$ cat src/hw/rtl/assert_macros.svh
// Assertion macros shared by the step pulse generator RTL.
// Included by the modules that carry concurrent checks; no other dependencies.
`ifndef ASSERT_MACROS_SVH
`define ASSERT_MACROS_SVH

`ifndef SYNTHESIS

// Check a property on every rising clock edge outside reset
`define SSPG_ASSERT(lbl, clk, rst_n, prop, msg) \
  lbl: assert property (@(posedge clk) disable iff (!(rst_n)) (prop)) else $error(msg);

// Check that a condition never holds outside reset
`define SSPG_NEVER(lbl, clk, rst_n, cond, msg) \
  lbl: assert property (@(posedge clk) disable iff (!(rst_n)) !(cond)) else $error(msg);

`else

`define SSPG_ASSERT(lbl, clk, rst_n, prop, msg)
`define SSPG_NEVER(lbl, clk, rst_n, cond, msg)

`endif

`endif

$ cat src/hw/rtl/sspg_pkg.sv
// Package for the stepper step pulse generator: field widths, command codes
// and parameter defaults. No dependencies.
package sspg_pkg;

  // Payload widths
  localparam int unsigned CMD_W      = 2;
  localparam int unsigned STEPS_W    = 24;
  localparam int unsigned RATE_W     = 20;
  localparam int unsigned HALF_W     = 19;
  localparam int unsigned POS_IO_W   = 32;

  // Largest half period the timer holds
  localparam logic [HALF_W-1:0] HALF_MAX = {HALF_W{1'b1}};

  // Parameter defaults
  localparam int unsigned TICKS_PER_SECOND_DEF = 1000000;
  localparam int unsigned POSITION_WIDTH_DEF   = 32;

  // Command codes
  localparam logic [CMD_W-1:0] CMD_TICK    = 2'd0;
  localparam logic [CMD_W-1:0] CMD_MOVE    = 2'd1;
  localparam logic [CMD_W-1:0] CMD_STOP    = 2'd2;
  localparam logic [CMD_W-1:0] CMD_SET_POS = 2'd3;

endpackage

$ cat src/hw/rtl/sspg_req_if.sv
// Command request channel of the step pulse generator (valid/ready).
// Depends on sspg_pkg for field widths.
interface sspg_req_if;
  logic                                 valid;
  logic                                 ready;
  logic [sspg_pkg::CMD_W-1:0]           cmd;
  logic                                 move_direction;
  logic [sspg_pkg::STEPS_W-1:0]         move_steps;
  logic [sspg_pkg::RATE_W-1:0]          steps_per_second;
  logic                                 limit_min_pressed;
  logic                                 limit_max_pressed;
  logic signed [sspg_pkg::POS_IO_W-1:0] new_position;

  modport source (
    output valid, cmd, move_direction, move_steps, steps_per_second,
           limit_min_pressed, limit_max_pressed, new_position,
    input  ready
  );

  modport sink (
    input  valid, cmd, move_direction, move_steps, steps_per_second,
           limit_min_pressed, limit_max_pressed, new_position,
    output ready
  );
endinterface

$ cat src/hw/rtl/sspg_rsp_if.sv
// Status response channel of the step pulse generator (valid/ready).
// Depends on sspg_pkg for field widths.
interface sspg_rsp_if;
  logic                                 valid;
  logic                                 ready;
  logic                                 move_accepted;
  logic                                 step_out;
  logic                                 dir_out;
  logic signed [sspg_pkg::POS_IO_W-1:0] position;
  logic [sspg_pkg::STEPS_W-1:0]         remaining_steps;
  logic                                 busy_res;

  modport source (
    output valid, move_accepted, step_out, dir_out, position, remaining_steps, busy_res,
    input  ready
  );

  modport sink (
    input  valid, move_accepted, step_out, dir_out, position, remaining_steps, busy_res,
    output ready
  );
endinterface

$ cat src/hw/rtl/sspg_div.sv
// Radix-2 restoring divider: a constant tick rate divided by a step rate,
// one quotient bit per cycle. Depends on sspg_pkg and assert_macros.svh.
`include "assert_macros.svh"

module sspg_div #(
  parameter int unsigned TICKS_PER_SECOND = sspg_pkg::TICKS_PER_SECOND_DEF,
  parameter int unsigned QUOT_W           = $clog2(TICKS_PER_SECOND + 1)
) (
  input  logic                            clk_i,
  input  logic                            rst_ni,
  input  logic                            start_i,
  input  logic [sspg_pkg::RATE_W-1:0]     divisor_i,
  output logic                            busy_o,
  output logic [QUOT_W-1:0]               quot_o
);

  localparam int unsigned RW  = sspg_pkg::RATE_W;
  localparam int unsigned CNT_W = $clog2(QUOT_W + 1);

  logic              busy_q, busy_d;
  logic [CNT_W-1:0]  cnt_q, cnt_d;
  logic [QUOT_W-1:0] acc_q, acc_d;   // dividend bits shift out, quotient bits shift in
  logic [RW-1:0]     rem_q, rem_d;
  logic [RW-1:0]     dvs_q, dvs_d;
  logic [RW:0]       rem_sh;
  logic [RW:0]       diff;
  logic              qbit;

  // One shift-compare-subtract step
  always_comb begin
    rem_sh = {rem_q, acc_q[QUOT_W-1]};
    diff   = rem_sh - {1'b0, dvs_q};
    qbit   = (rem_sh >= {1'b0, dvs_q});
  end

  // Load on start, then iterate until every quotient bit is in
  always_comb begin
    busy_d = busy_q;
    cnt_d  = cnt_q;
    acc_d  = acc_q;
    rem_d  = rem_q;
    dvs_d  = dvs_q;
    if (start_i && !busy_q) begin
      busy_d = 1'b1;
      cnt_d  = CNT_W'(QUOT_W);
      acc_d  = QUOT_W'(TICKS_PER_SECOND);
      rem_d  = '0;
      dvs_d  = divisor_i;
    end else if (busy_q) begin
      acc_d = {acc_q[QUOT_W-2:0], qbit};
      rem_d = qbit ? diff[RW-1:0] : rem_sh[RW-1:0];
      cnt_d = cnt_q - CNT_W'(1);
      if (cnt_q == CNT_W'(1)) begin
        busy_d = 1'b0;
      end
    end
  end

  always_ff @(posedge clk_i or negedge rst_ni) begin
    if (!rst_ni) begin
      busy_q <= 1'b0;
      cnt_q  <= '0;
    end else begin
      busy_q <= busy_d;
      cnt_q  <= cnt_d;
    end
  end

  // Datapath registers
  always_ff @(posedge clk_i) begin
    acc_q <= acc_d;
    rem_q <= rem_d;
    dvs_q <= dvs_d;
  end

  assign busy_o = busy_q;
  assign quot_o = acc_q;

  `SSPG_ASSERT(a_div_cnt_live, clk_i, rst_ni, busy_q |-> (cnt_q != '0), "divider busy with no bits left")
  `SSPG_ASSERT(a_div_rem_below, clk_i, rst_ni, busy_q |-> (rem_q < dvs_q), "partial remainder not below divisor")
  `SSPG_ASSERT(a_div_start, clk_i, rst_ni, (start_i && !busy_q) |=> busy_q, "start did not launch divider")
  `SSPG_NEVER(a_div_restart, clk_i, rst_ni, start_i && busy_q, "divider started while busy")

endmodule

$ cat src/hw/rtl/stepper_step_pulse_generator_top.sv
// One stepper axis: step/direction pulse generator driven by command requests.
// Depends on sspg_pkg, sspg_req_if, sspg_rsp_if, sspg_div and assert_macros.svh.

// Each request is a tick, move, stop or set-position command and yields one
// response with the axis status after the command. Tick, stop, set-position
// and rejected moves are written to the response register when the request is
// taken. An accepted move runs the restoring divider, one quotient bit per
// cycle, to form the half period, and its response is loaded once the divide
// is done and the output register is free. The block takes no request while a
// move is in the divider; a response waiting in the output register does not
// hold back the next request when it is taken the same cycle.
`include "assert_macros.svh"

module stepper_step_pulse_generator_top #(
  parameter int unsigned TICKS_PER_SECOND = sspg_pkg::TICKS_PER_SECOND_DEF,
  parameter int unsigned POSITION_WIDTH   = sspg_pkg::POSITION_WIDTH_DEF
) (
  input  logic        clk_i,
  input  logic        rst_ni,
  input  logic        cfg_we_i,
  input  logic        cfg_wdata_i,
  sspg_req_if.sink    req_i,
  sspg_rsp_if.source  rsp_o
);

  localparam int unsigned QUOT_W  = $clog2(TICKS_PER_SECOND + 1);
  localparam int unsigned STEPS_W = sspg_pkg::STEPS_W;
  localparam int unsigned HALF_W  = sspg_pkg::HALF_W;
  localparam int unsigned PW      = POSITION_WIDTH;

  // Sequencer states
  localparam logic ST_IDLE = 1'b0;
  localparam logic ST_DIV  = 1'b1;

  logic st_q, st_d;

  // Axis state
  logic               posdir_q;
  logic [PW-1:0]      pos_q, pos_d;
  logic [STEPS_W-1:0] steps_q, steps_d;
  logic               step_q, step_d;
  logic               stop_q, stop_d;
  logic               run_q, run_d;
  logic [HALF_W-1:0]  tcnt_q, tcnt_d;
  logic [HALF_W-1:0]  half_q, half_d;
  logic               movpos_q, movpos_d;
  logic               dir_q, dir_d;

  // Move held during the divide
  logic               mv_dir_q;
  logic [STEPS_W-1:0] mv_steps_q;
  logic               mv_pos_q;

  // Response register
  logic                                 ovld_q, ovld_d;
  logic                                 o_acc_q;
  logic                                 o_step_q;
  logic                                 o_dir_q;
  logic signed [sspg_pkg::POS_IO_W-1:0] o_pos_q;
  logic [STEPS_W-1:0]                   o_steps_q;
  logic                                 o_busy_q;

  logic              out_free, acc, load, acc_flag, div_start, div_busy;
  logic [QUOT_W-1:0] div_quot;
  logic [HALF_W-1:0] tinc;
  logic [STEPS_W-1:0] steps_dec;
  logic              pos_travel, move_ok;
  logic [31:0]       hp32;
  logic [HALF_W-1:0] half_new;

  assign out_free    = !ovld_q || rsp_o.ready;
  assign req_i.ready = (st_q == ST_IDLE) && out_free;
  assign acc         = req_i.valid && req_i.ready;

  sspg_div #(
    .TICKS_PER_SECOND (TICKS_PER_SECOND),
    .QUOT_W           (QUOT_W)
  ) u_div (
    .clk_i     (clk_i),
    .rst_ni    (rst_ni),
    .start_i   (div_start),
    .divisor_i (req_i.steps_per_second),
    .busy_o    (div_busy),
    .quot_o    (div_quot)
  );

  // Move checks and half period clamp
  always_comb begin
    pos_travel = (req_i.move_direction == posdir_q);
    move_ok    = (steps_q == '0) && (req_i.move_steps != '0) &&
                 (req_i.steps_per_second != '0) &&
                 !(pos_travel ? req_i.limit_max_pressed : req_i.limit_min_pressed);
    hp32       = 32'(div_quot >> 1);
    if (hp32 == 32'd0) begin
      half_new = HALF_W'(1);
    end else if (hp32 > 32'(sspg_pkg::HALF_MAX)) begin
      half_new = sspg_pkg::HALF_MAX;
    end else begin
      half_new = hp32[HALF_W-1:0];
    end
    tinc      = tcnt_q + HALF_W'(1);
    steps_dec = steps_q - STEPS_W'(1);
  end

  // Command execution
  always_comb begin
    st_d      = st_q;
    pos_d     = pos_q;
    steps_d   = steps_q;
    step_d    = step_q;
    stop_d    = stop_q;
    run_d     = run_q;
    tcnt_d    = tcnt_q;
    half_d    = half_q;
    movpos_d  = movpos_q;
    dir_d     = dir_q;
    load      = 1'b0;
    acc_flag  = 1'b0;
    div_start = 1'b0;
    if (st_q == ST_IDLE && acc) begin
      load = 1'b1;
      unique case (req_i.cmd)
        sspg_pkg::CMD_TICK: begin
          if (run_q) begin
            if (tinc >= half_q) begin
              tcnt_d = '0;
              if (steps_q == '0) begin
                stop_d  = 1'b0;
                run_d   = 1'b0;
                steps_d = '0;
                step_d  = 1'b0;
              end else begin
                step_d = !step_q;
                if (step_q) begin
                  // falling edge: count one step
                  pos_d   = movpos_q ? pos_q + PW'(1) : pos_q - PW'(1);
                  steps_d = steps_dec;
                end
                if (stop_q || (step_q && steps_dec == '0)) begin
                  stop_d  = 1'b0;
                  run_d   = 1'b0;
                  steps_d = '0;
                end
              end
            end else begin
              tcnt_d = tinc;
            end
          end
        end
        sspg_pkg::CMD_MOVE: begin
          if (move_ok) begin
            load      = 1'b0;
            div_start = 1'b1;
            st_d      = ST_DIV;
          end
        end
        sspg_pkg::CMD_STOP: begin
          if (step_q) begin
            stop_d = 1'b1;
          end else begin
            stop_d  = 1'b0;
            run_d   = 1'b0;
            steps_d = '0;
            step_d  = 1'b0;
          end
        end
        sspg_pkg::CMD_SET_POS: begin
          pos_d = PW'(req_i.new_position);
        end
        default: ;
      endcase
    end else if (st_q == ST_DIV && !div_busy && out_free) begin
      // Divide done: start motion
      dir_d    = mv_dir_q;
      movpos_d = mv_pos_q;
      steps_d  = mv_steps_q;
      tcnt_d   = '0;
      half_d   = half_new;
      run_d    = 1'b1;
      load     = 1'b1;
      acc_flag = 1'b1;
      st_d     = ST_IDLE;
    end
  end

  // Hold the response until taken
  always_comb begin
    ovld_d = ovld_q;
    if (load) begin
      ovld_d = 1'b1;
    end else if (rsp_o.ready) begin
      ovld_d = 1'b0;
    end
  end

  always_ff @(posedge clk_i or negedge rst_ni) begin
    if (!rst_ni) begin
      st_q     <= ST_IDLE;
      posdir_q <= 1'b0;
      pos_q    <= '0;
      steps_q  <= '0;
      step_q   <= 1'b0;
      stop_q   <= 1'b0;
      run_q    <= 1'b0;
      tcnt_q   <= '0;
      half_q   <= '0;
      movpos_q <= 1'b0;
      dir_q    <= 1'b0;
      ovld_q   <= 1'b0;
    end else begin
      st_q     <= st_d;
      if (cfg_we_i) begin
        posdir_q <= cfg_wdata_i;
      end
      pos_q    <= pos_d;
      steps_q  <= steps_d;
      step_q   <= step_d;
      stop_q   <= stop_d;
      run_q    <= run_d;
      tcnt_q   <= tcnt_d;
      half_q   <= half_d;
      movpos_q <= movpos_d;
      dir_q    <= dir_d;
      ovld_q   <= ovld_d;
    end
  end

  // Latch the move request and the response payload
  always_ff @(posedge clk_i) begin
    if (div_start) begin
      mv_dir_q   <= req_i.move_direction;
      mv_steps_q <= req_i.move_steps;
      mv_pos_q   <= pos_travel;
    end
    if (load) begin
      o_acc_q   <= acc_flag;
      o_step_q  <= step_d;
      o_dir_q   <= dir_d;
      o_pos_q   <= sspg_pkg::POS_IO_W'($signed(pos_d));
      o_steps_q <= steps_d;
      o_busy_q  <= run_d;
    end
  end

  assign rsp_o.valid           = ovld_q;
  assign rsp_o.move_accepted   = o_acc_q;
  assign rsp_o.step_out        = o_step_q;
  assign rsp_o.dir_out         = o_dir_q;
  assign rsp_o.position        = o_pos_q;
  assign rsp_o.remaining_steps = o_steps_q;
  assign rsp_o.busy_res        = o_busy_q;

  `SSPG_ASSERT(a_run_steps, clk_i, rst_ni, run_q == (steps_q != '0), "timer state disagrees with step count")
  `SSPG_ASSERT(a_step_run, clk_i, rst_ni, step_q |-> run_q, "step high with timer halted")
  `SSPG_ASSERT(a_stop_high, clk_i, rst_ni, stop_q |-> step_q, "stop pending with step low")
  `SSPG_ASSERT(a_half_nz, clk_i, rst_ni, run_q |-> (half_q != '0), "timer running with zero half period")
  `SSPG_ASSERT(a_div_block, clk_i, rst_ni, (st_q == ST_DIV) |-> !req_i.ready, "request taken during divide")

endmodule
$ cat src/flat_wrapper.sv
// flat-port wrapper written by rule: the top's interface ports become plain ports
module stepper_step_pulse_generator_top_flat 
#(
  parameter int unsigned TICKS_PER_SECOND = sspg_pkg::TICKS_PER_SECOND_DEF,
  parameter int unsigned POSITION_WIDTH   = sspg_pkg::POSITION_WIDTH_DEF
)
  (clk_i, rst_ni, cfg_we_i, cfg_wdata_i, req_i_valid, req_i_cmd, req_i_move_direction, req_i_move_steps, req_i_steps_per_second, req_i_limit_min_pressed, req_i_limit_max_pressed, req_i_new_position, req_i_ready, rsp_o_valid, rsp_o_move_accepted, rsp_o_step_out, rsp_o_dir_out, rsp_o_position, rsp_o_remaining_steps, rsp_o_busy_res, rsp_o_ready);
  sspg_req_if req_i_i ();
  sspg_rsp_if rsp_o_i ();
  input  logic clk_i;
  input  logic rst_ni;
  input  logic cfg_we_i;
  input  logic cfg_wdata_i;
  input wire logic [$bits(req_i_i.valid)-1:0] req_i_valid;
  input wire logic [$bits(req_i_i.cmd)-1:0] req_i_cmd;
  input wire logic [$bits(req_i_i.move_direction)-1:0] req_i_move_direction;
  input wire logic [$bits(req_i_i.move_steps)-1:0] req_i_move_steps;
  input wire logic [$bits(req_i_i.steps_per_second)-1:0] req_i_steps_per_second;
  input wire logic [$bits(req_i_i.limit_min_pressed)-1:0] req_i_limit_min_pressed;
  input wire logic [$bits(req_i_i.limit_max_pressed)-1:0] req_i_limit_max_pressed;
  input wire logic [$bits(req_i_i.new_position)-1:0] req_i_new_position;
  output wire logic [$bits(req_i_i.ready)-1:0] req_i_ready;
  output wire logic [$bits(rsp_o_i.valid)-1:0] rsp_o_valid;
  output wire logic [$bits(rsp_o_i.move_accepted)-1:0] rsp_o_move_accepted;
  output wire logic [$bits(rsp_o_i.step_out)-1:0] rsp_o_step_out;
  output wire logic [$bits(rsp_o_i.dir_out)-1:0] rsp_o_dir_out;
  output wire logic [$bits(rsp_o_i.position)-1:0] rsp_o_position;
  output wire logic [$bits(rsp_o_i.remaining_steps)-1:0] rsp_o_remaining_steps;
  output wire logic [$bits(rsp_o_i.busy_res)-1:0] rsp_o_busy_res;
  input wire logic [$bits(rsp_o_i.ready)-1:0] rsp_o_ready;
  assign req_i_i.valid = req_i_valid;
  assign req_i_i.cmd = req_i_cmd;
  assign req_i_i.move_direction = req_i_move_direction;
  assign req_i_i.move_steps = req_i_move_steps;
  assign req_i_i.steps_per_second = req_i_steps_per_second;
  assign req_i_i.limit_min_pressed = req_i_limit_min_pressed;
  assign req_i_i.limit_max_pressed = req_i_limit_max_pressed;
  assign req_i_i.new_position = req_i_new_position;
  assign req_i_ready = req_i_i.ready;
  assign rsp_o_valid = rsp_o_i.valid;
  assign rsp_o_move_accepted = rsp_o_i.move_accepted;
  assign rsp_o_step_out = rsp_o_i.step_out;
  assign rsp_o_dir_out = rsp_o_i.dir_out;
  assign rsp_o_position = rsp_o_i.position;
  assign rsp_o_remaining_steps = rsp_o_i.remaining_steps;
  assign rsp_o_busy_res = rsp_o_i.busy_res;
  assign rsp_o_i.ready = rsp_o_ready;
  stepper_step_pulse_generator_top #(.TICKS_PER_SECOND(TICKS_PER_SECOND), .POSITION_WIDTH(POSITION_WIDTH)) u_core (.clk_i(clk_i), .rst_ni(rst_ni), .cfg_we_i(cfg_we_i), .cfg_wdata_i(cfg_wdata_i), .req_i(req_i_i), .rsp_o(rsp_o_i));
endmodule
$ cat config.mk
export PLATFORM = sky130hd
export DESIGN_NAME = stepper_step_pulse_generator_top_flat
export DESIGN_NICKNAME = d
export VERILOG_FILES = /design/src/hw/rtl/sspg_pkg.sv /design/src/hw/rtl/sspg_req_if.sv /design/src/hw/rtl/sspg_rsp_if.sv /design/src/hw/rtl/sspg_div.sv /design/src/hw/rtl/stepper_step_pulse_generator_top.sv /design/src/flat_wrapper.sv
export VERILOG_INCLUDE_DIRS = /design/src /design/src/hw/rtl
export SDC_FILE = /design/constraint.sdc
export NUM_CORES = 1
export LEC_CHECK = 0
export ABC_CLOCK_PERIOD_IN_PS = 6400
export CAP_MARGIN = 20
export CORE_MARGIN = 2
export CORE_UTILIZATION = 58
export CTS_CLUSTER_DIAMETER = 30
export DETAILED_ROUTE_END_ITERATION = 8
export DONT_BUFFER_PORTS = 1
export GPL_ROUTABILITY_DRIVEN = 0
export GPL_TIMING_DRIVEN = 0
export PLACE_DENSITY_LB_ADDON = 0.15
export REMOVE_ABC_BUFFERS = 1
export SYNTH_ARGS = -nofsm -noshare
export SYNTH_HDL_FRONTEND = slang
export SYNTH_HIERARCHICAL = 1
export SYNTH_SLANG_ARGS = --single-unit
$ cat constraint.sdc
create_clock -name clk_i -period 6.4 [get_ports clk_i]
set_clock_uncertainty 0.1 [all_clocks]
set_input_delay 0 -clock clk_i [delete_from_list [all_inputs] [get_ports clk_i]]
set_output_delay 0 -clock clk_i [all_outputs]
set_load 0.005 [all_outputs]
---- Word-level counts from Yosys, hierarchy flattened ----
Cells that the tools add are included.
storage, ports and cells
  register bits ........................... 254
  input port bits ......................... 87
operators by class
  add/sub/neg operators ................... 6
  magnitude comparators ................... 3
  equal/unequal tests ..................... 12
  mux-type cells .......................... 64
  bitwise gates (word level) .............. 2
  reductions and logical operators ........ 30
operators with widths
  operator                                             count
  two-way mux 24 bit                                   8
  two-way mux 32 bit                                   6
  two-way mux 19 bit                                   7
  one-hot mux 32 bit (2 select lines)                  1
  logical NOT 24 bit                                   2
  one-hot mux 24 bit (2 select lines)                  1
  two-way mux 1 bit                                    35
  adder 32 x 1 -> 32 bit (second input constant)       1
  logical NOT 32 bit                                   1
  subtractor 32 x 1 -> 32 bit (second input constant)  1
  nonzero test 24 bit                                  1
  subtractor 24 x 1 -> 24 bit (second input constant)  1
  greater-or-equal comparator 21 x 20 -> 1 bit         1
  two-way mux 20 bit                                   1
  nonzero test 20 bit                                  1
  subtractor 20 bit                                    1
  adder 19 x 1 -> 19 bit (second input constant)       1
  greater-or-equal comparator 19 bit                   1
  > comparator 19 bit (second input constant)          1
  logical AND 1 bit                                    10
  two-way mux 5 bit                                    2
  != test 2 x 1 -> 1 bit (second input constant)       4
  nonzero test 2 bit                                   4
  one-hot mux 1 bit (2 select lines)                   3
  other kinds (14)                                     22

---- Logic depth before layout (Yosys ltp) ----
Gate-level depths: netlist of run 1.
  depth in word-level cells ............... 10
  depth in mapped cells ................... 19

---- Cells and area by module ----
Netlist of run 1, hierarchy kept.
modules (own cells, without submodules)
  module                            times used  cells each  area an instance (um^2)
  stepper_step_pulse_generator_top  1           1009        10382.5
  sspg_div                          1           396         3530.9

---- Worst setup path before layout of run 1 ----
Ideal clock, no wire load.
  path kind ............................... register -> register
  start point ............................. register u_core.steps_q[0]
  end point ............................... register u_core.o_busy_q, in the netlist u_core/rsp_o.busy_res, enable pin
  setup time .............................. 0.562 ns
  arrival time ............................ 5.622 ns
  required time ........................... 5.738 ns
  slack ................................... 0.116 ns
  cell stages (with the launch flop) ...... 9
  buffers on the path ..................... 1
  period minus slack after synthesis ...... 6.284 ns
  cells stage by stage .................... dfrtp_1 > inv_1 > ha_1 > or3b_1 > clkbuf_2 > nor4_1 > nand2_1 > nor2_1 > o21ai_0
between the ends
  cells in the longest elaborated chain, start to end .. 7
RTL lines
  item                             line                                     RTL
  start, declared                  stepper_step_pulse_generator_top.sv:40   logic [STEPS_W-1:0] steps_q, steps_d;
  start signal, assigned           stepper_step_pulse_generator_top.sv:216  steps_q <= steps_d;
  logical NOT 24 bit               stepper_step_pulse_generator_top.sv:90   move_ok = (steps_q == '0) && (req_i.move_steps != '0) &&
  logical AND 1 bit (2 in series)  stepper_step_pulse_generator_top.sv:90
  logical AND 1 bit                stepper_step_pulse_generator_top.sv:91   (req_i.steps_per_second != '0) &&
  two-way mux 1 bit                stepper_step_pulse_generator_top.sv:151  if (move_ok) begin
  two-way mux 1 bit                stepper_step_pulse_generator_top.sv:122  unique case (req_i.cmd)
  two-way mux 1 bit                stepper_step_pulse_generator_top.sv:120  if (st_q == ST_IDLE && acc) begin
  via u_core.load                  stepper_step_pulse_generator_top.sv:63   logic out_free, acc, load, acc_flag, div_start, div_busy;
  end signal, assigned             stepper_step_pulse_generator_top.sv:241  o_busy_q <= run_d;
  end, declared                    stepper_step_pulse_generator_top.sv:61   logic o_busy_q;
The timed path passes the listed nets, and every way through them passes these cells.
A chain may end at the register's enable or synchronous reset.

---- Worst setup path in the final report of run 1 ----
  start point ............................. register u_core.tcnt_q[0]
  end point ............................... register u_core.o_steps_q[23], in the netlist u_core/rsp_o.remaining_steps[23], data pin
between the ends
  cells in the longest elaborated chain, start to end .. 6
RTL lines
  item                                 line                                     RTL
  start, declared                      stepper_step_pulse_generator_top.sv:44   logic [HALF_W-1:0] tcnt_q, tcnt_d;
  start signal, assigned               stepper_step_pulse_generator_top.sv:220  tcnt_q <= tcnt_d;
  adder 19 x 1 -> 19 bit               stepper_step_pulse_generator_top.sv:101  tinc = tcnt_q + HALF_W'(1);
  greater-or-equal comparator 19 bit   stepper_step_pulse_generator_top.sv:125  if (tinc >= half_q) begin
  two-way mux 24 bit                   stepper_step_pulse_generator_top.sv:125
  two-way mux 24 bit                   stepper_step_pulse_generator_top.sv:124  if (run_q) begin
  one-hot mux 24 bit (2 select lines)  stepper_step_pulse_generator_top.sv:122
  two-way mux 24 bit                   stepper_step_pulse_generator_top.sv:120
  via u_core.steps_d[23]               stepper_step_pulse_generator_top.sv:40
  end signal, assigned                 stepper_step_pulse_generator_top.sv:240  o_steps_q <= steps_d;
  end, declared                        stepper_step_pulse_generator_top.sv:60   logic [STEPS_W-1:0] o_steps_q;
The timed path passes the listed nets, and every way through them passes these cells.

==> results of run 1 <==
placed cells by master (no fill, tap or decap), types with 7 or more instances in the layout:
cell type and instances:
nand2b_1 7, nand4_1 11, inv_1 70, nor2_1 86
ha_1 79, clkbuf_16 59, clkinv_4 7, dlygate4sd3_1 128
a21oi_1 84, nor4_1 31, inv_6 10, a22o_1 21
o21bai_1 7, nand2_1 153, dfrtp_1 107, a21o_1 33
xor2_1 22, o211ai_1 8, nand3_1 30, nor3_1 28
mux2i_1 11, o21a_1 9, and3_1 38, clkinv_2 7
edfxtp_1 106, dfxtp_1 40, o21ai_0 131, and2_1 8
o31ai_1 18, a31oi_1 15, a221o_1 38, xnor2_1 40
flip-flops by register name (all words and copies together), names as in the netlist, 5 cells and up:
register / count
u_core/half_q: 19
u_core/mv_steps_q: 24
u_core/pos_q: 32
u_core/rsp_o.position: 32
u_core/rsp_o.remaining_steps: 24
u_core/steps_q: 24
u_core/tcnt_q: 19
u_core/u_div/cnt_q: 5
u_core/u_div/dvs_q: 20
u_core/u_div/quot_o: 20
u_core/u_div/rem_q: 20
final timing paths:
check | slack, ns | from | endpoint | cells past startpoint
worst min-delay path | -0.04 | rst_ni | u_core/steps_q[12] | 2
worst max register to register | 0.68 | u_core/tcnt_q[0] | u_core/rsp_o.remaining_steps[23] | 17
max in group asynchronous | 5.76 | rst_ni | u_core/u_div/busy_o | 2
worst max-delay path | 0.68 | u_core/tcnt_q[0] | u_core/rsp_o.remaining_steps[23] | 17
min in group clk_i | 0.03 | req_i_move_steps[0] | u_core/mv_steps_q[0] | 1
worst min register to register | 0.34 | u_core/mv_pos_q | u_core/movpos_q | 2
layer usage:
layer / wire, um / vias to the layer above
li1: - / 5529
met1: 15200 / 5600
met2: 18100 / 510
met3: 2520 / 79
met4: 934 / 0
met5: 0 / -
what timing repair did:
action | CTS | global route
hold buffers | 129 | 0
endpoints found under the hold margin | 236 | 0
setup buffers | 0 | 0
layout make-up:
class | count | area, um^2
multi-input combinational | 1022 | 6710
timing repair buffer | 142 | 1510
inverter | 71 | 267
sequential | 254 | 6690
clock buffer | 66 | 1540
tap | 319 | 399
fill | 1634 | 6080
clock inverter | 34 | 349
worst max-delay path: cells and delay by family, from the launching register on:
| family | cells | cell delay, ns |
|---|---|---|
| xor gates and xnor gates | 1 | 0.21 |
| AOI/OAI and AO/OA | 7 | 2.11 |
| and+or+nand+nor | 8 | 2.28 |
| DFF | 1 | 0.45 |
| adders and majority gates | 1 | 0.28 |
cells by family after synthesis:
kind of cell	synth area share
fa+ha+maj	0.0739
flops	0.481
buf+inv	0.0387
mux	0.0106
simple gates	0.153
xor+xnor	0.0390
compound gates	0.204
stage by stage:
stage,total power [uW],util
2_1_floorplan,5310,-
3_3_place_gp,6020,0.596
3_5_place_dp,6120,0.604
4_1_cts,9080,0.740
5_1_grt,9720,0.742
6_report,9160,0.742
power breakdown:
part	internal, uW	switching (uW)
Clock	1890	944
Sequential	2250	431
Combinational	1520	2130
Total	5650	3510
==> results_dict.tcl, run 1 <==
set metrics [dict create \
    status "finished, violations left" \
    violations "negative hold slack" \
    setup_slack_ns 0.683 \
    cp_slowest_stage_delay_ns 0.80 \
    post-route-period-util 0.893 \
    power_density_mw_per_mm2 524 \
    use_met2 0.498 \
    fin_area_mm2 0.0175 \
    endpoint_kind "flop" \
    dr.pass1.iters 5 \
    cts_resized 0 \
    cp_cell_sequence "nand3_1 -> nor2_1 -> and3_1 -> and3_1 -> and3_1 -> and3_1 -> nand3_1 -> xnor2_1 -> ha_1 -> a21oi_1 -> o21a_1 -> o21ai_0 -> a21o_1 -> a21oi_2 -> or3_1 -> o21ai_0 -> a221o_1" \
    layout_min_cycle_time_ns 5.72 \
    syn_to_final_growth_pct 25.5 \
    cpMaxStageDelayCell "a21oi_2" \
    synthTopCellsByCount "153 x nand2_1, 132 x o21ai_0, 108 x dfrtp_1" \
    fmaxAchievable_mhz 175 \
    core_mm2 0.0235 \
    drtIter0Drc 981 \
    seq_area_frac_synth 0.481 \
    grt_use_met3 0.0494 \
    vdd_drop_max_mv 0.318 \
    critPathMaxFanout 24 \
    n_antenna_cell 0 \
    cts_made_buffers 53 \
    place_inst 1676 \
    fp.dieW_um 159 \
    grt-ovfl-total 0 \
    htreeDepth 2 \
    drc 0 \
    critPathKind "reg2reg" \
    pin_count 149 \
    slew_headroom 0.280 \
    yosysTopAreaCellShare 0.229 \
    die_y_um 159 \
    antenna_found_initial 0 \
    rsz0062_at_grt "no" \
    row_count 56 \
    syn_area_per_cell_um2 9.90 \
    p_leak_uw 0.00748 \
    ys_ff_latch 254 \
    track_usage 0.288 \
    worst-endpoint-required_ns 6.57 \
    synth_ff_type "dfrtp_1" \
    tightest_slew_ns 1.08 \
    ys_top_cells_by_area "edfxtp_1 23%, dfrtp_1 19%, ha_1 7.1%" \
    die_area_mm2 0.0252 \
    critPathLaunchType "flop" \
    drt-vias-per-instance 6.14 \
    nets 1712 \
    worstSkewPairLatency_ns 0.56 \
    use_met1 0.369 \
    ys_types 82 \
    async_flop_share 0.425 \
    wl_per_cell_um 19.3 \
    initial_core_util 0.591 \
    grt_max_degree 109 \
    setup_viol 0 \
    io_buffers 0 \
    final_max_slew_viol_count 0 \
    cts_root_buf "clkbuf_16" \
    whs_ns -0.0363 \
    drive_above_1_share 0.0862 \
    cts.reportedPaths.clkPinSlew_ns 0.05 \
    syn_area_mm2 0.0139 \
    place_hpwl_um 22700 \
    vias 11718 \
    cts_tree "built" \
    setup_tns_ns 0 \
    synth_area_leader_cell "edfxtp_1" \
    clk_path_buf_depth 3 \
    syn-instance-count 1405 \
    dpl_cell_area_mm2 0.0142 \
    fin_cells 1908 \
    drt_wl_total_um 36800 \
    yosysMostFrequentCell "nand2_1" \
    grt-busiest-layer "met2" \
    ant_nets 0 \
    hold_class "in2async" \
    synth_warnings 6 \
    clock_sink_count 254 \
    synth_edf_count 106 \
    drv_cap 0 \
    cpMostUsedCell "and3_1" \
    grt_pass1_vias 11648 \
    grt_pass1_wl_um 59600 \
    finalHoldViolations 19 \
    crit_arrival_ns 5.89 \
    pre_cts_ws_ns 0.866 \
]
Note: power is estimated with default switching activity, not from simulation.
==> run 2, diff against run 1 <==
- ABC_CLOCK_PERIOD_IN_PS: 6400 -> 7250
- CORE_UTILIZATION: 58 -> 60
- clock period: 6.4 -> 7.25 ns (I/O delays scaled with it)
==> run 2 against run 1 <==
The flow still finishes with violations (negative hold slack). Global-route usage grew 1.4 points. Critical path type unchanged. Critical path depth is the same. Via count grew 0.39%. Hold slack gained 0.031 ns. Highest routed layer unchanged.
==> results_dict.tcl, run 2 (synthesis gave the netlist of run 1 again) <==
set metrics [dict create \
    status "finished, violations left" \
    violations "negative hold slack" \
    internal_power_uw 4890 \
    drive_above_1_share 0.0803 \
    worstSkewPairLatency_ns 0.53 \
    final_common_cell "nand2_1" \
    drt-vias-per-instance 6.34 \
    fin_cells 1855 \
    clock_sink_count 254 \
    place_hpwl_um 22500 \
    cts_hold_buf 118 \
    grt-ovfl-total 0 \
    power.total_uw 7950 \
    row_count 55 \
    power_frac_clock 0.295 \
    endpoint_kind "flop" \
    fmaxAchievable_mhz 176 \
    die_y_um 156 \
    pwr-share-seq 0.298 \
    die_area_mm2 0.0244 \
    hold_class "in2async" \
    layout_common_cells "153 x nand2_1, 131 x o21ai_0, 118 x dlygate4sd3_1, 107 x dfrtp_1, 106 x edfxtp_1" \
    cts.reportedPaths.clkPinSlew_ns 0.05 \
    dr.pass1.iters 8 \
    wl_per_cell_um 20.1 \
    tightest_slew_ns 1.18 \
    setup_tns_ns 0 \
    worst-endpoint-required_ns 7.42 \
    io_buffers 0 \
    critPathMaxFanout 20 \
    drtIter0Drc 935 \
    grt_pass1_wl_um 58900 \
    p_leak_uw 0.00736 \
    n_antenna_cell 0 \
    critPathLaunchType "flop" \
    post-route-period-util 0.784 \
    power_density_mw_per_mm2 463 \
    rsz0062_at_grt "no" \
    track_usage 0.302 \
    drv_cap 0 \
    cts_tree "built" \
    final_max_slew_viol_count 0 \
    syn_to_final_growth_pct 23.3 \
    antenna_found_initial 0 \
    ant_nets 0 \
    initial_core_util 0.613 \
    seqCellArea_mm2 0.00669 \
    post_cts_buffers 0 \
    fill_cells 1529 \
    htreeDepth 2 \
    clk_path_buf_depth 3 \
    drt_wl_total_um 37200 \
    netSwitchingFraction 0.386 \
    multi_input_area_mm2 0.00671 \
    drc 0 \
    nets 1700 \
    slew_headroom 0.212 \
    core_mm2 0.0227 \
    vdd_drop_max_mv 0.299 \
    fp.dieW_um 156 \
    whs_ns -0.00561 \
    cts_root_buf "clkbuf_16" \
    vias 11764 \
    place_inst 1642 \
    combPwrFrac 0.407 \
    grt_max_degree 109 \
    setup_viol 0 \
    cts_resized 0 \
    critPathKind "reg2reg" \
    grt_pass1_vias 11590 \
    layout_min_cycle_time_ns 5.69 \
    crit_arrival_ns 5.85 \
    pin_count 149 \
    power_switching_uw 3070 \
    finalHoldViolations 7 \
    cts_made_buffers 49 \
]
-- run 2: changes by cell type in the layout (fill, tap and decap cells not counted) --
cell,change
clkbuf_1,+1
bufinv_16,+4
buf_6,+2
clkinv_4,-1
dlygate4sd3_1,-10
clkbuf_8,-2
clkinv_2,-3
inv_6,-1
clkbuf_16,-10
clkinv_1,+1
-- run 2: critical path: stages (launching register included) --
cell and delay, ns:
dfrtp_1 0.45, nand3_1 0.10, nor2_1 0.25, and3_1 0.29, and3_1 0.26, and3_1 0.26
and3_1 0.26, nand3_1 0.11, xnor2_1 0.17, ha_1 0.30, nand2_1 0.06, or2_2 0.31
o21ai_0 0.30, a21o_1 0.16, a21o_1 0.25, nand3_1 0.68, a21o_1 0.62, a221o_1 0.48
-- run 2: layout make-up --
| class | count | area share |
|---|---|---|
| flip-flops and latches | 254 | 0.390 |
| well taps | 285 | 0.0208 |
| clock buffers | 55 | 0.0739 |
| repair buffers | 134 | 0.0832 |
| multi-input cells | 1022 | 0.391 |
| clock inverters | 34 | 0.0257 |
| inverters | 71 | 0.0155 |
-- run 2: path summary, 6_finish.rpt --
| check | start | end | slack (ns) | depth (start not counted) |
|---|---|---|---|---|
| worst max register to register | u_core/tcnt_q[0] | u_core/rsp_o.position[19] | 1.56 | 17 |
| min in group clk_i | req_i_move_steps[18] | u_core/mv_steps_q[18] | 0.01 | 1 |
| worst min-delay path | rst_ni | u_core/tcnt_q[16] | -0.006 | 2 |
| max in group asynchronous | rst_ni | u_core/steps_q[8] | 6.60 | 2 |
| worst min register to register | u_core/mv_pos_q | u_core/movpos_q | 0.35 | 2 |
| worst max-delay path | u_core/tcnt_q[0] | u_core/rsp_o.position[19] | 1.56 | 17 |
-- run 2: through the flow --
stage / setup slack, ns / util / cell area (um^2)
final: 1.56 / 0.756 / 17200
after detailed placement: 1.70 / 0.624 / 14200
after CTS: 1.65 / 0.752 / 17100
after floorplan: 0.525 / - / 13600
after global routing: 1.25 / 0.756 / 17200
after global placement: -2.93 / 0.616 / 14000
-- run 2: per-layer routing --
| layer | share of wire | vias to the layer above | GRT usage | routed length (um) |
|---|---|---|---|---|
| li1 | - | 5495 | - | - |
| met1 | 0.41 | 5679 | 0.386 | 15400 |
| met2 | 0.48 | 492 | 0.510 | 18100 |
| met3 | 0.072 | 98 | 0.0598 | 2670 |
| met4 | 0.030 | 0 | 0.114 | 1130 |
| met5 | 0 | - | 0 | 0 |
-- run 2: power groups by stage --
stage               Sequential, uW  Combinational, uW  Clock [uW]
floorplan                     2270               2410           0
CTS                           2360               3130        2360
global route                  2430               3570        2430
global placement              2390               2920           0
detailed placement            2370               3040           0
finish                        2370               3240        2340
